[src/flt_pkg.sv]
// Shared types and constants for the fault-line terrain update block.
// Used by flt_cfg, flt_store, flt_ctrl and the top level; no dependencies.
package flt_pkg;

	localparam int HEIGHT_W = 24;
	localparam int DISP_W   = 10;
	localparam int COORD_W  = 7;
	localparam int CNT_W    = 8;

	localparam logic [HEIGHT_W-1:0] HEIGHT_TOP = '1;

	typedef enum logic [1:0] {
		OP_FAULT = 2'd0,
		OP_READ  = 2'd1,
		OP_CLEAR = 2'd2,
		OP_NOP   = 2'd3
	} op_t;

	typedef enum logic [1:0] {
		REG_ROWS   = 2'd0,
		REG_COLS   = 2'd1,
		REG_MSTART = 2'd2
	} reg_idx_t;

	typedef enum logic [3:0] {
		ST_IDLE,
		ST_SWEEP,
		ST_SETUP_A,
		ST_SETUP_B,
		ST_SCAN,
		ST_DRAIN_A,
		ST_DRAIN_B,
		ST_READ,
		ST_FINISH
	} state_t;

	// per-cycle command from the sequencer to the height store
	typedef struct packed {
		logic visit;     // read-modify-write of one cell
		logic rise;      // cell lies on the positive side of the line
		logic clear_wr;  // write zero at the address
		logic load_max;  // running max <= configured start value
	} cmd_t;

endpackage

[src/flt_cfg.sv]
// APB-style configuration registers: rows/cols in use and max height start.
// Depends on flt_pkg.
module flt_cfg (
	input  logic                            clk,
	input  logic                            arst_n,
	input  logic                            psel,
	input  logic                            penable,
	input  logic                            pwrite,
	input  logic [3:0]                      paddr,
	input  logic [31:0]                     pwdata,
	output logic [31:0]                     prdata,
	output logic                            pready,
	output logic [flt_pkg::CNT_W-1:0]       rows_in_use,
	output logic [flt_pkg::CNT_W-1:0]       cols_in_use,
	output logic [flt_pkg::HEIGHT_W-1:0]    max_height_start
);

	logic [flt_pkg::CNT_W-1:0]    rows_q;
	logic [flt_pkg::CNT_W-1:0]    cols_q;
	logic [flt_pkg::HEIGHT_W-1:0] mstart_q;
	logic                         wr_en;
	flt_pkg::reg_idx_t            idx;

	assign idx   = flt_pkg::reg_idx_t'(paddr[3:2]);
	assign wr_en = psel && penable && pwrite && pready;
	assign pready = 1'b1;

	always_ff @(posedge clk or negedge arst_n) begin
		if (!arst_n) begin
			rows_q   <= 8'd128;
			cols_q   <= 8'd128;
			mstart_q <= '0;
		end else if (wr_en) begin
			case (idx)
				flt_pkg::REG_ROWS:   rows_q   <= pwdata[flt_pkg::CNT_W-1:0];
				flt_pkg::REG_COLS:   cols_q   <= pwdata[flt_pkg::CNT_W-1:0];
				flt_pkg::REG_MSTART: mstart_q <= pwdata[flt_pkg::HEIGHT_W-1:0];
				default: ;
			endcase
		end
	end

	always_comb begin
		case (idx)
			flt_pkg::REG_ROWS:   prdata = {24'd0, rows_q};
			flt_pkg::REG_COLS:   prdata = {24'd0, cols_q};
			flt_pkg::REG_MSTART: prdata = {8'd0, mstart_q};
			default:             prdata = '0;
		endcase
	end

	assign rows_in_use      = rows_q;
	assign cols_in_use      = cols_q;
	assign max_height_start = mstart_q;

endmodule

[config.mk]
export PLATFORM = sky130hd
export DESIGN_NAME = flt_cfg
export DESIGN_NICKNAME = d
export VERILOG_FILES = /design/src/flt_pkg.sv /design/src/flt_cfg.sv
export SDC_FILE = /design/constraint.sdc
export NUM_CORES = 1
export LEC_CHECK = 0
export BUFFER_PORTS_ARGS = -buffer_cell sky130_fd_sc_hd__buf_2
export CAP_MARGIN = 30
export CORE_AREA = 10 10 93 62
export CTS_BUF_LIST = sky130_fd_sc_hd__clkbuf_4 sky130_fd_sc_hd__clkbuf_8
export DETAILED_ROUTE_END_ITERATION = 12
export DIE_AREA = 0 0 103 72
export PLACE_DENSITY_LB_ADDON = 0.2
export SLEW_MARGIN = 10
export SYNTH_ARGS = -nofsm -noshare
export SYNTH_HDL_FRONTEND = slang
export SYNTH_SLANG_ARGS = --single-unit
export TNS_END_PERCENT = 10
[constraint.sdc]
create_clock -name clk -period 3.1 [get_ports clk]
set_input_delay 0.62 -clock clk [delete_from_list [all_inputs] [get_ports clk]]
set_output_delay 0.62 -clock clk [all_outputs]
set_load 0.01 [all_outputs]
* Yosys cells after proc, flatten, opt, wreduce, memory -nomap -nowiden
Cells that the tools add are included.
Widths: inputs -> output; s select.
** Storage, ports and cells
- Word-level logic and storage cells :: 12
- Input bits :: 41
- Flip-flop bits (word level) :: 40
** Operators by class
- Reduce and logical (&&, ||, !) cells :: 6
- Muxes and demuxes :: 1
- Eq/ne operators :: 2
** Operator list (count)
- $pmux 24 s3 :: 1
- $reduce_and 2->1 :: 3
- $eq 2x1->1 const B :: 1
- $eq 2x2->1 const B :: 1
- $logic_and 1x1->1 :: 2
- $logic_not 2->1 :: 1

* Logic depth before layout (Yosys ltp)
- Depth after elaboration :: 3
- Gate-level depth with buffers :: 5
- Depth with buffers taken out :: 3

* Least setup slack after synthesis
OpenSTA, ideal clock, no wires.
- Path kind :: input to output
- Start point :: input paddr[2]
- End point :: output prdata[11]
- Stages on the path :: 4
- Path buffers :: 2
- Required time :: 2.480 ns
- Path slack :: 1.035 ns
- Arrival :: 1.445 ns
- Path through :: buf_2 nor2b_1 clkbuf_1 and2_1
** Between the ends
- Longest elaborated chain between the ends :: 2
** RTL lines
- from (decl) :: RTL line flt_cfg.sv:9 : input logic [3:0] paddr,
- $eq 2x2->1 (tied with other cells) :: RTL line flt_cfg.sv:44 : case (idx)
- $pmux 24 s3 * :: RTL line flt_cfg.sv:44
- to (decl) :: RTL line flt_cfg.sv:11 : output logic [31:0] prdata,
Every way passes the cells marked *; elsewhere a longest branch is shown, timed or not.

* Worst setup path in the final report
- Start point :: input paddr[2]
- End point :: output prdata[14]
The elaborated chain is that of the path after synthesis.

==> results.py <==
metrics = {
    "sta": {
        "final_hold_viol_count": 0,
        "drv_slew": 0,
        "period_needed_ns": 2.212,
        "rsz0062_at_grt": "no",
        "max_freq_ghz": 0.4521,
        "period_share_pct": 71.34,
        "fin_skew_ns": 0,
        "finalSetupViolCount": 0,
        "tns_ns": 0,
        "layout_setup_ws_ns": 0.8883,
        "worstMarginPinSlew_ns": 0.5148,
        "relSlewSlack_pct": 65.68,
    },
    "drt": {
        "drtPass1Iterations": 3,
        "drt-total-wl_mm": 4.947,
        "first_iter_violations": 13,
        "drtAntennaViolNets": 0,
        "post_drt_wl_per_cell_um": 17.06,
        "vias": 1387,
        "viasPerCell": 4.783,
        "drc": 0,
    },
    "global_route": {
        "grt_max_degree": 41,
        "grt_pass1_wl_mm": 7.907,
        "grt_pass1_vias": 1515,
        "grt.overflow.total": 0,
        "antenna_found_initial": 0,
        "grt_use_total_pct": 13.45,
    },
    "clock_network": {
        "clk_latency_ns": 0.29,
        "path_clk_slew_ns": 0.07,
        "cts_tree": "yes",
        "cts_resized": 0,
        "clockRootBuffer": "clkbuf_8",
        "cts_buffers": 5,
        "postCtsSetupBuffers": 0,
        "htree_num_levels": 2,
        "postCtsHoldBufs": 0,
        "cts_buffer_depth": 2,
        "cts_sinks": 40,
    },
    "placed_design": {
        "dp.final_hpwl_mm": 3.905,
        "place_ws_ns": 0.8805,
        "port_buffers": 94,
        "dpl.cell_count": 281,
        "placed_area_um2": 2384,
        "gp_congestion": 0.6798,
    },
    "synthesis": {
        "ys_seq_area_share_pct": 52.38,
        "syn_area_um2": 1916,
        "ys_ff_latch": 40,
        "synth_top_area_share_pct": 49.64,
        "synth-simple-area-share_pct": 9.602,
        "synthTopCellsByArea": "dfrtp_1, mux2_2, mux2_4",
        "synthXorXnorAreaFrac_pct": 0,
        "synth_compound_area_share_pct": 2.090,
        "syn_inst": 143,
        "synth.area.mux_share_pct": 29.26,
        "yosys_warnings": 0,
        "syn_area_per_cell_um2": 13.40,
        "synthAdderAreaFrac_pct": 0,
        "synth.distinct_cells": 18,
        "synth_top_family_by_area": "multiplexers",
        "synth_top_area_cell": "dfrtp_1",
    },
    "floorplan": {
        "fp.dieH_um": 72,
        "top_level_ports": 114,
        "fp.coreArea_um2": 4054,
        "fp.dieW_um": 103,
        "initial_core_util_pct": 47.25,
        "placementRows": 18,
        "die_area_um2": 7416,
    },
    "setup_path": {
        "endpoint_kind": "output pin",
        "r2r_setup_slack_ns": 2.30,
        "worstPathCellList": "buf_2, nor2b_1, buf_4, and2_1, buf_2",
        "critPathMostFrequentCell": "buf_2",
        "crit_type": "input port to output pin",
        "required_ns": 2.48,
        "cp_slowest_cell": "buf_2",
        "worst-path-max-fanout": 17,
        "arrival_ns": 1.59,
        "path_buf_inv": 3,
        "crit_family": "buffers and inverters",
        "max_stage_delay_ns": 0.35,
        "critPathLaunchType": "input port",
    },
    "cells_and_area": {
        "insertedDiodeCount": 0,
        "area.growth.synth_to_final_pct": 30.31,
        "final_cell_area_um2": 2496,
        "final-instance-count-excl-fill": 290,
        "nNetsFinal": 280,
        "drive_gt1_share_pct": 62.92,
        "filler_cell_count": 350,
        "final_common_cell": "buf_2",
        "layout_common_cells": "buf_2, dfrtp_1, mux2_2",
    },
    "power": {
        "p_leak_nw": 1.340,
        "peakVddDrop_uv": 321.1,
        "p_per_area_nw_per_um2": 628.3,
    },
    "status": {
        "status": "finished clean",
    },
    "worst_hold_path": {
        "worstHoldPathType": "input port to asynchronous set/reset pin",
    },
    "job": {
        "maxCapViolCount": 0,
    },
}
-- Yosys cell counts --
master     n
or3b_1     1
conb_1     2
and2_1    16
mux2_4     8
nor2b_1    1
dfstp_2    2
nor3b_2    1
nand3_2    1
nor3_4     1
mux2_2    32
buf_2      3
buf_4      9
nand2_1    8
buf_6      3
dfrtp_1   38
mux2i_1    8
o21ai_0    8
clkbuf_1   1
-- cell type report --
class	count	area [um^2]	area share [%]
timing repair buffer	98	513.0	20.55
tap	50	62.56	2.506
clock inverter	2	10.01	0.4010
sequential	40	1003	40.20
multi-input combinational	94	824.5	33.03
clock buffer	6	82.58	3.308
-- sequential cells by signal, summed over array words and instances (netlist names) --
signal	cells
rows_in_use	8
max_height_start	24
cols_in_use	8
-- worst paths after layout --
check	endpoint	start	cells past startpoint
hold / removal	rows_in_use[0]$_DFFE_PN0P_	arst_n	1
hold reg to reg	max_height_start[16]$_DFFE_PN0P_	max_height_start[16]$_DFFE_PN0P_	1
setup reg to reg	rows_in_use[5]$_DFFE_PN0P_	rows_in_use[5]$_DFFE_PN0P_	1
setup / recovery	prdata[14]	paddr[2]	5
max in group asynchronous	cols_in_use[7]$_DFFE_PN1P_	arst_n	2
min in group clk	max_height_start[16]$_DFFE_PN0P_	max_height_start[16]$_DFFE_PN0P_	1
-- cells by family after synthesis --
family,count (synthesis)
and+or+nand+nor,29
buffers and inverters,16
muxes,48
AOI/OAI and AO/OA,8
other,2
DFF,40
-- through the flow --
step	hold slack (ns)	power (mW)	utilization [%]
final	0.1208	1.568	61.57
after CTS	0.4675	1.590	61.08
after global routing	0.1101	1.673	61.57
after detailed placement	0.5104	1.234	58.80
after floorplan	0.3244	1.000	-
after global placement	0.5078	1.222	58.80
-- per-layer routing --
metal	GRT usage [%]	share of wire [%]
met5	0	0
met4	4.301	1.6
met3	5.298	8.8
met2	21.23	46
met1	16.49	43
-- where the power goes --
group | leakage (nW) | internal, mW | switching, mW
Sequential | 0.487 | 0.648 | 0.0884
Combinational | 0.802 | 0.251 | 0.228
Clock | 0.0510 | 0.178 | 0.175
Total | 1.34 | 1.08 | 0.491
Power figures use the tool's default switching activity.
