===== src/flt_pkg.sv =====
// Shared types and constants for the fault-line terrain update block.
// Used by flt_cfg, flt_store, flt_ctrl and the top level; no dependencies.
package flt_pkg;

	localparam int HEIGHT_W = 24;
	localparam int DISP_W   = 10;
	localparam int COORD_W  = 7;
	localparam int CNT_W    = 8;

	localparam logic [HEIGHT_W-1:0] HEIGHT_TOP = '1;

	typedef enum logic [1:0] {
		OP_FAULT = 2'd0,
		OP_READ  = 2'd1,
		OP_CLEAR = 2'd2,
		OP_NOP   = 2'd3
	} op_t;

	typedef enum logic [1:0] {
		REG_ROWS   = 2'd0,
		REG_COLS   = 2'd1,
		REG_MSTART = 2'd2
	} reg_idx_t;

	typedef enum logic [3:0] {
		ST_IDLE,
		ST_SWEEP,
		ST_SETUP_A,
		ST_SETUP_B,
		ST_SCAN,
		ST_DRAIN_A,
		ST_DRAIN_B,
		ST_READ,
		ST_FINISH
	} state_t;

	// per-cycle command from the sequencer to the height store
	typedef struct packed {
		logic visit;     // read-modify-write of one cell
		logic rise;      // cell lies on the positive side of the line
		logic clear_wr;  // write zero at the address
		logic load_max;  // running max <= configured start value
	} cmd_t;

endpackage


===== src/flt_ctrl.sv =====
// Sequencer: takes requests, walks the grid with one shared adder for the
// line side test, sweeps the store on clear and registers the result.
// Depends on flt_pkg; drives flt_store.
module flt_ctrl #(
	parameter int MAX_ROWS = 128,
	parameter int MAX_COLS = 128
) (
	input  logic                            clk,
	input  logic                            arst_n,
	input  logic                            start,
	output logic                            busy,
	input  logic [1:0]                      opcode,
	input  logic [flt_pkg::COORD_W-1:0]     line_a_row,
	input  logic [flt_pkg::COORD_W-1:0]     line_a_col,
	input  logic [flt_pkg::COORD_W-1:0]     line_b_row,
	input  logic [flt_pkg::COORD_W-1:0]     line_b_col,
	input  logic [flt_pkg::DISP_W-1:0]      displacement,
	input  logic [flt_pkg::COORD_W-1:0]     read_row,
	input  logic [flt_pkg::COORD_W-1:0]     read_col,
	input  logic [flt_pkg::CNT_W-1:0]       rows_in_use,
	input  logic [flt_pkg::CNT_W-1:0]       cols_in_use,
	output flt_pkg::cmd_t                   cmd,
	output logic [$clog2(MAX_ROWS)+$clog2(MAX_COLS)-1:0] addr,
	output logic [flt_pkg::DISP_W-1:0]      disp,
	input  logic [flt_pkg::HEIGHT_W-1:0]    rd_data,
	input  logic [flt_pkg::HEIGHT_W-1:0]    max_cur,
	output logic                            done,
	output logic [flt_pkg::HEIGHT_W-1:0]    cell_height,
	output logic [flt_pkg::HEIGHT_W-1:0]    max_height
);

	localparam int RW  = $clog2(MAX_ROWS);
	localparam int CW  = $clog2(MAX_COLS);
	localparam int AW  = RW + CW;
	localparam int CO  = flt_pkg::COORD_W;
	// line points reach 2^COORD_W - 1 even on a small grid
	localparam int MW  = (RW > CW) ? RW : CW;
	localparam int SW  = ((MW > CO) ? MW : CO) + 10;
	localparam int RLW = RW + 9;
	localparam int CLW = CW + 9;
	localparam int HW  = flt_pkg::HEIGHT_W;

	flt_pkg::state_t state_q, state_d;

	logic             accept;
	flt_pkg::op_t     op_in;
	logic             reply_q;
	logic [AW-1:0]    sweep_q;
	logic [RW-1:0]    r_q;
	logic [CW-1:0]    c_q;
	logic             done_q;

	flt_pkg::op_t     op_q;
	logic signed [7:0] dr_q;
	logic signed [7:0] dc_q;
	logic [CO-1:0]    ar_q;
	logic [CO-1:0]    ac_q;
	logic [flt_pkg::DISP_W-1:0] disp_q;
	logic [RW-1:0]    row_last_q;
	logic [CW-1:0]    col_last_q;
	logic             empty_q;
	logic [AW-1:0]    rd_addr_q;
	logic             rd_ok_q;
	logic signed [SW-1:0] s_row_q;
	logic signed [SW-1:0] s_cur_q;
	logic [HW-1:0]    cell_q;
	logic [HW-1:0]    maxo_q;

	logic [RLW-1:0]   rows_ext, nr, nr_m1;
	logic [CLW-1:0]   cols_ext, nc, nc_m1;
	logic [RW+CO-1:0] rr_ext;
	logic [CW+CO-1:0] rc_ext;
	logic             row_end;
	logic             scan_last;
	logic             sweep_last;

	// shared multiplier for the line offset at cell (0, 0)
	logic signed [7:0]  mul_a;
	logic signed [7:0]  mul_b;
	logic signed [15:0] prod;
	// shared adder stepping the cross product across the grid
	logic signed [SW-1:0] add_a;
	logic signed [SW-1:0] add_b;
	logic signed [SW-1:0] s_next;

	assign op_in  = flt_pkg::op_t'(opcode);
	assign busy   = (state_q != flt_pkg::ST_IDLE);
	assign accept = start && !busy;

	assign rows_ext = {{(RLW-flt_pkg::CNT_W){1'b0}}, rows_in_use};
	assign cols_ext = {{(CLW-flt_pkg::CNT_W){1'b0}}, cols_in_use};
	assign nr       = (rows_ext > RLW'(MAX_ROWS)) ? RLW'(MAX_ROWS) : rows_ext;
	assign nc       = (cols_ext > CLW'(MAX_COLS)) ? CLW'(MAX_COLS) : cols_ext;
	assign nr_m1    = nr - RLW'(1);
	assign nc_m1    = nc - CLW'(1);
	assign rr_ext   = {{RW{1'b0}}, read_row};
	assign rc_ext   = {{CW{1'b0}}, read_col};

	assign row_end    = (c_q == col_last_q);
	assign scan_last  = row_end && (r_q == row_last_q);
	assign sweep_last = (sweep_q == {AW{1'b1}});

	assign mul_a = (state_q == flt_pkg::ST_SETUP_A) ? dc_q : dr_q;
	assign mul_b = (state_q == flt_pkg::ST_SETUP_A) ? $signed({1'b0, ar_q})
	                                                 : $signed({1'b0, ac_q});
	assign prod  = mul_a * mul_b;

	assign add_a  = row_end ? s_row_q : s_cur_q;
	assign add_b  = row_end ? -SW'(dc_q) : SW'(dr_q);
	assign s_next = add_a + add_b;

	always_comb begin
		state_d = state_q;
		case (state_q)
			flt_pkg::ST_IDLE: begin
				if (accept) begin
					case (op_in)
						flt_pkg::OP_FAULT:
							state_d = (rows_in_use == '0 || cols_in_use == '0)
							          ? flt_pkg::ST_FINISH : flt_pkg::ST_SETUP_A;
						flt_pkg::OP_READ:  state_d = flt_pkg::ST_READ;
						flt_pkg::OP_CLEAR: state_d = flt_pkg::ST_SWEEP;
						default:           state_d = flt_pkg::ST_FINISH;
					endcase
				end
			end
			flt_pkg::ST_SWEEP: begin
				if (sweep_last)
					state_d = reply_q ? flt_pkg::ST_FINISH : flt_pkg::ST_IDLE;
			end
			flt_pkg::ST_SETUP_A: state_d = flt_pkg::ST_SETUP_B;
			flt_pkg::ST_SETUP_B: state_d = flt_pkg::ST_SCAN;
			flt_pkg::ST_SCAN: begin
				if (scan_last)
					state_d = flt_pkg::ST_DRAIN_A;
			end
			flt_pkg::ST_DRAIN_A: state_d = flt_pkg::ST_DRAIN_B;
			flt_pkg::ST_DRAIN_B: state_d = flt_pkg::ST_FINISH;
			flt_pkg::ST_READ:    state_d = flt_pkg::ST_FINISH;
			flt_pkg::ST_FINISH:  state_d = flt_pkg::ST_IDLE;
			default:             state_d = flt_pkg::ST_IDLE;
		endcase
	end

	always_comb begin
		cmd  = '0;
		addr = rd_addr_q;
		case (state_q)
			flt_pkg::ST_SWEEP: begin
				cmd.clear_wr = 1'b1;
				cmd.load_max = sweep_last && reply_q;
				addr         = sweep_q;
			end
			flt_pkg::ST_SCAN: begin
				cmd.visit = 1'b1;
				cmd.rise  = !s_cur_q[SW-1] && (s_cur_q != '0);
				addr      = {r_q, c_q};
			end
			default: ;
		endcase
	end

	always_ff @(posedge clk or negedge arst_n) begin
		if (!arst_n) begin
			state_q <= flt_pkg::ST_SWEEP;
			reply_q <= 1'b0;
			sweep_q <= '0;
			r_q     <= '0;
			c_q     <= '0;
			done_q  <= 1'b0;
		end else begin
			state_q <= state_d;
			done_q  <= (state_q == flt_pkg::ST_FINISH);
			if (accept) begin
				reply_q <= 1'b1;
				sweep_q <= '0;
				r_q     <= '0;
				c_q     <= '0;
			end else if (state_q == flt_pkg::ST_SWEEP) begin
				sweep_q <= sweep_q + AW'(1);
			end else if (state_q == flt_pkg::ST_SCAN) begin
				if (row_end) begin
					c_q <= '0;
					r_q <= r_q + RW'(1);
				end else begin
					c_q <= c_q + CW'(1);
				end
			end
		end
	end

	always_ff @(posedge clk) begin
		if (accept) begin
			op_q       <= op_in;
			dr_q       <= $signed({1'b0, line_b_row}) - $signed({1'b0, line_a_row});
			dc_q       <= $signed({1'b0, line_b_col}) - $signed({1'b0, line_a_col});
			ar_q       <= line_a_row;
			ac_q       <= line_a_col;
			disp_q     <= displacement;
			row_last_q <= nr_m1[RW-1:0];
			col_last_q <= nc_m1[CW-1:0];
			empty_q    <= (rows_in_use == '0) || (cols_in_use == '0);
			rd_addr_q  <= {rr_ext[RW-1:0], rc_ext[CW-1:0]};
			rd_ok_q    <= (rr_ext < (RW+CO)'(MAX_ROWS)) && (rc_ext < (CW+CO)'(MAX_COLS));
		end
		case (state_q)
			flt_pkg::ST_SETUP_A: s_row_q <= SW'(prod);
			flt_pkg::ST_SETUP_B: begin
				s_row_q <= s_row_q - SW'(prod);
				s_cur_q <= s_row_q - SW'(prod);
			end
			flt_pkg::ST_SCAN: begin
				s_cur_q <= s_next;
				if (row_end)
					s_row_q <= s_next;
			end
			default: ;
		endcase
		if (state_q == flt_pkg::ST_FINISH) begin
			cell_q <= (op_q == flt_pkg::OP_READ && rd_ok_q) ? rd_data : '0;
			maxo_q <= max_cur;
		end
	end

	assign disp        = empty_q ? '0 : disp_q;
	assign done        = done_q;
	assign cell_height = cell_q;
	assign max_height  = maxo_q;

endmodule


===== config.mk =====
export PLATFORM = sky130hd
export DESIGN_NAME = flt_ctrl
export DESIGN_NICKNAME = d
export VERILOG_FILES = /design/src/flt_pkg.sv /design/src/flt_ctrl.sv
export SDC_FILE = /design/constraint.sdc
export NUM_CORES = 1
export LEC_CHECK = 0
export ABC_AREA = 0
export BUFFER_PORTS_ARGS = -buffer_cell sky130_fd_sc_hd__clkbuf_2
export CAP_MARGIN = 20
export CORE_MARGIN = 2
export CORE_UTILIZATION = 43
export DETAILED_ROUTE_END_ITERATION = 10
export SLEW_MARGIN = 25
export SYNTH_ARGS = -nofsm -noshare
export SYNTH_HDL_FRONTEND = slang
export SYNTH_SLANG_ARGS = --single-unit

===== constraint.sdc =====
create_clock -name clk -period 9.64 [get_ports clk]
set_input_delay 1.928 -clock clk [delete_from_list [all_inputs] [get_ports clk]]
set_output_delay 1.928 -clock clk [all_outputs]
set_load 0.01 [all_outputs]

# After elaboration in Yosys (flattened, before gate mapping)
# Index checks and enable logic that the tools add are counted.
[totals] ff_bits=188 elab_cells=110
[classes] addsub=10 mul=1 order_cmp=4 eq_ne=19 n_mux=30 n_reduce_logical=25
[ops] cell="two-way mux 7 bit" count=11
[ops] cell="two-way mux 17 bit" count=3
[ops] cell="one-hot mux 17 bit (3 select lines)" count=1
[ops] cell="one-hot mux 17 bit (2 select lines)" count=1
[ops] cell="two-way mux 14 bit" count=2
[ops] cell="one-hot mux 14 bit (2 select lines)" count=1
[ops] cell="one-hot mux 4 bit (7 select lines)" count=1
[ops] cell="two-way mux 4 bit" count=5
[ops] cell="adder 17 bit" count=1
[ops] cell="negator 8 -> 17 bit" count=1
[ops] cell="nonzero test 17 bit" count=1
[ops] cell="subtractor 17 x 16 -> 17 bit" count=1
[ops] cell="== test 4 x 3 -> 1 bit, second input constant" count=4
[ops] cell="> comparator 8 bit, second input constant" count=2
[ops] cell="logical NOT 8 bit" count=2
[ops] cell="less-than comparator 7 x 8 -> 1 bit, second input constant" count=2
[ops] cell="multiplier 8 x 8 -> 16 bit" count=1
[ops] cell="subtractor 7 x 7 -> 8 bit" count=2
[ops] cell="adder 14 x 1 -> 14 bit, second input constant" count=1
[ops] cell="adder 7 x 1 -> 7 bit, second input constant" count=2
[ops] cell="== test 14 bit, second input constant" count=1
[ops] cell="== test 7 bit" count=2
[ops] cell="subtractor 7 x 1 -> 7 bit, second input constant" count=2
[ops] cell="one-hot mux 4 bit (3 select lines)" count=1
[ops] cell="other kinds (20)" count=38

# Logic depth before layout (Yosys ltp)
[depth] depth_word=6 ltp_mapped=30 ltp_nobuf=28

# Least setup slack after synthesis
# OpenSTA, ideal clock, no wires.
[synth_path] path_kind="reg2reg" startpoint="reg state_q[2]" endpoint="reg s_row_q[14], data pin" setup_ns=0.294 t_arrival_ns=7.468 slack_ns=1.878 path_stages_with_launch=30 path_buffers=2 period_less_slack_ns=7.762 path_cell_list="dfrtp_1 clkbuf_1 nor2_1 nand2_1 nor2_1 buf_2 mux2i_1 nor2_1 fa_1 fa_1 inv_1 fa_1 fa_1 inv_1 ha_1 o21ai_0 o21ai_0 a21oi_1 o21bai_1 a21oi_1 xor2_1 ha_1 nor2b_1 a41o_1 a311o_1 maj3_2 maj3_2 maj3_2 xnor2_1 o221ai_1"
[synth_between] elab_chain_len=5 elab_cells_between_ends=8 classes_between="add/sub: 1; mul: 1; eq/ne: 3; mux: 3"
[synth_lines] element="start: declaration" line_no="flt_ctrl.sv:43" text="flt_pkg::state_t state_q, state_d;"
[synth_lines] element="start signal: assignment" line_no="flt_ctrl.sv:165" text="state_q <= flt_pkg::ST_SWEEP;"
[synth_lines] element="start signal: assignment" line_no="flt_ctrl.sv:172" text="state_q <= state_d;"
[synth_lines] element="== test 4 x 2 -> 1 bit" line_no="flt_ctrl.sv:103, flt_ctrl.sv:104, flt_ctrl.sv:206"
[synth_lines] element="two-way mux 8 bit or two-way mux 7 bit (tied branches)" line_no="flt_ctrl.sv:103, flt_ctrl.sv:104"
[synth_lines] element="multiplier 8 x 8 -> 16 bit" line_no="flt_ctrl.sv:106" text="assign prod = mul_a * mul_b;"
[synth_lines] element="subtractor 17 x 16 -> 17 bit" line_no="flt_ctrl.sv:209" text="s_row_q <= s_row_q - SW'(prod);"
[synth_lines] element="one-hot mux 17 bit (3 select lines) (*)" line_no="flt_ctrl.sv:206" text="case (state_q)"
[synth_lines] element="end signal: assignment" line_no="flt_ctrl.sv:207" text="flt_pkg::ST_SETUP_A: s_row_q <= SW'(prod);"
[synth_lines] element="end signal: assignment" line_no="flt_ctrl.sv:209"
[synth_lines] element="end signal: assignment" line_no="flt_ctrl.sv:215" text="s_row_q <= s_next;"
[synth_lines] element="end: declaration" line_no="flt_ctrl.sv:64" text="logic signed [SW-1:0] s_row_q;"
# Every way passes the cells marked *; elsewhere a longest branch is shown, timed or not.
# A chain may end at the register's enable or synchronous reset.

# Final worst setup path
# Same ends and word-level chain as after synthesis.

==> metrics.txt <==
number of diodes=0; Vias/cell=5.06; grt total ovfl=0; final setup TNS=0 ns; Routed Antenna Nets=0; final hold violation count=0; Area Growth Syn to Fin=16.3%; Post-Synthesis Cells=1190; Clock Path Buffers=2; final setup fails=0; DRC Markers=0; die area=30700 um^2; gpl congestion=0.869; Critical Path RT=9.79 ns; Reg2Reg Capture Point=s_row_q[14]; RR Startpoint=state_q[2]; clk_lat worst skew=0.43 ns; Ys Warns=0; Slew HR=0.336; Final Skew=0.0128 ns; cell taking the most area after synthesis=edfxtp_1; Min-Delay Path Class=reg -> reg; Critical path origin=state_q[2]; GRT Total Usage=0.193; Root Driver=clkbuf_16; WS Path Type=reg -> reg; flops & latches, synth=187; Synthesized Nets=1447; DR iter-0 viols=641; largest net degree at the start of global routing=78; crit path launch type=register; Critical Path End=s_row_q[14]; Clock Sink Count=187; unrepaired setup endpoints after global routing=false; drt wl/cell=15.9 um; vias=9038; min cycle time layout=8.15 ns; Max Slew Vio Count=0; nets@finish=1646; H-tree Lvls=4; hold_ws=0.516 ns; max cap viols=0; core area=28800 um^2; PortBufs=198; ys async rst share=0.182; run status=complete, no violations; DP HPWL=21.9 mm; vias in the first global route=9280; R2R Setup Slk=1.49 ns; HP Start=reply_q; drt first pass iters=5; Post-Route WL=28.5 mm; Ports=199; crit path DAT=8.30 ns; Synth Flop Type=edfxtp_1; top cell type's share of synthesized area=0.365; top cells by area, synth=edfxtp_1, ha_1, fa_1; Syn Area/Cell=10.6 um^2; Final period util=0.846; FF-to-FF path depth=27; Setup crit end kind=register; library cells used by synthesis=68; final core occ=0.509; antenna violations before repair=0; Die Y=175 um; PnR worst setup slack=1.49 ns; hold_buf cts=0; CP max FO=16; TritonCTS clock tree=done; Place WS=1.16 ns; die width=175 um; cell row count=62; Worst-Margin Slew=0.992 ns; FMAX=123 MHz; total CTS buffers=17; Worst-path clk slew=0.08 ns; share of cells above drive strength 1=0.209; first-pass GRT wire length=47.3 mm; setup bufs post-CTS=0; Netlist Area Pre-Place=12600 um^2; Initial Utilization=0.438; post-CTS resize count=0; number of synthesized flops with an enable pin=153; sequential-to-total area share from yosys stat=0.432
-- cell usage in the layout (no fill, tap or decap), types with 33 or more instances in the layout --
cell,Yosys,final
o21ai_0,51,51
a21oi_1,44,44
clkbuf_2,0,198
edfxtp_1,153,153
inv_1,141,140
ha_1,86,86
nand2_1,85,85
fa_1,50,50
nor2_1,110,109
dfrtp_1,33,33
xnor2_1,49,49
xor2_1,49,49
-- worst min-delay path by stage --
stage               cells after the start  slack, ns  endpoint
CTS                                     1       0.51   reply_q
detailed placement                      1       0.49   reply_q
floorplan                               1       0.44   reply_q
global route                            1       0.53   reply_q
global placement                        1       0.49   reply_q
finish                                  1       0.52   reply_q
-- per-layer routing --
metal / track usage / wire length [um] / up-vias
met5: 0 / 0 / -
met4: 0.0323 / 135 / 0
met3: 0.0307 / 1080 / 16
met2: 0.322 / 13700 / 207
met1: 0.269 / 13600 / 4280
li1: - / - / 4535
-- critical path, cell delays in order (launching register included) --
cell and delay, ns:
dfrtp_1 0.48, nor2_1 0.21, nand2_1 0.13, nor2_4 0.51
mux2i_1 0.64, nor2_1 0.15, fa_1 0.44, fa_1 0.56
inv_1 0.05, fa_1 0.46, fa_1 0.54, inv_1 0.04
ha_1 0.34, o21ai_0 0.12, o21ai_0 0.10, a21oi_1 0.25
o21bai_1 0.10, a21oi_1 0.17, xor2_1 0.24, ha_1 0.32
nor2b_1 0.15, a41o_1 0.20, a311o_1 0.35, maj3_2 0.34
maj3_2 0.34, maj3_2 0.32, xnor2_1 0.17, o221ai_1 0.13
-- cell type report --
type	instances	area, um^2
well taps	384	480
inverters	141	531
repair buffers	206	1050
flip-flops and latches	187	5450
clock inverters	14	171
fillers	2653	14100
multi-input cells	836	6540
clock buffers	18	429
-- registers in the layout, summed over array words and instances (netlist names), 2 cells and up --
register,flops
ar_q,7
col_last_q,7
state_q,4
disp_q,10
cell_height,24
op_q,2
s_cur_q,17
r_q,7
dc_q,8
row_last_q,7
max_height,24
s_row_q,17
sweep_q,14
ac_q,7
c_q,7
rd_addr_q,14
dr_q,8
-- synth_stat cells (3+ instances only) --
cell type,count
mux2_2,22
nor3_1,17
dfrtp_1,33
maj3_2,6
nor2_1,110
fa_1,50
o21bai_1,6
buf_1,3
inv_1,141
a31oi_1,6
edfxtp_1,153
clkbuf_1,21
mux2i_1,21
xnor2_1,49
a22oi_1,16
nor2b_1,21
xor2_1,49
a21oi_1,44
and3_1,12
a211oi_1,9
o21a_1,6
o21ai_0,51
nor3b_1,3
o211ai_1,4
a211o_1,3
and2_1,25
o2111ai_1,4
or2_2,12
nand2_1,85
ha_1,86
nand4_1,9
or3_1,10
nor4_1,7
o221ai_1,9
nand3_1,16
a21o_1,13
nand2b_1,15
-- cell families (layout without fill, tap and decap cells) --
logic type	count (synthesis)	in the layout	synth area share
XOR/XNOR	99	99	0.0694
AND/OR/NAND/NOR	351	351	0.134
multiplexers	44	44	0.0375
buffers and inverters	167	379	0.0504
adder cells (fa/ha/maj)	142	142	0.170
flip-flops	187	187	0.432
AO/OA/AOI/OAI	200	200	0.106
-- metrics by stage --
| step | instance area [um^2] | instances |
|---|---|---|
| floorplan | 12600 | 1190 |
| global placement | 14000 | 1754 |
| detailed placement | 14000 | 1754 |
| CTS | 14600 | 1786 |
| global route | 14600 | 1786 |
| finish | 14600 | 1786 |
Power is left out: the tool's default activity adds up to more than one toggle a clock period on the data nets, which glitch-free logic cannot reach.
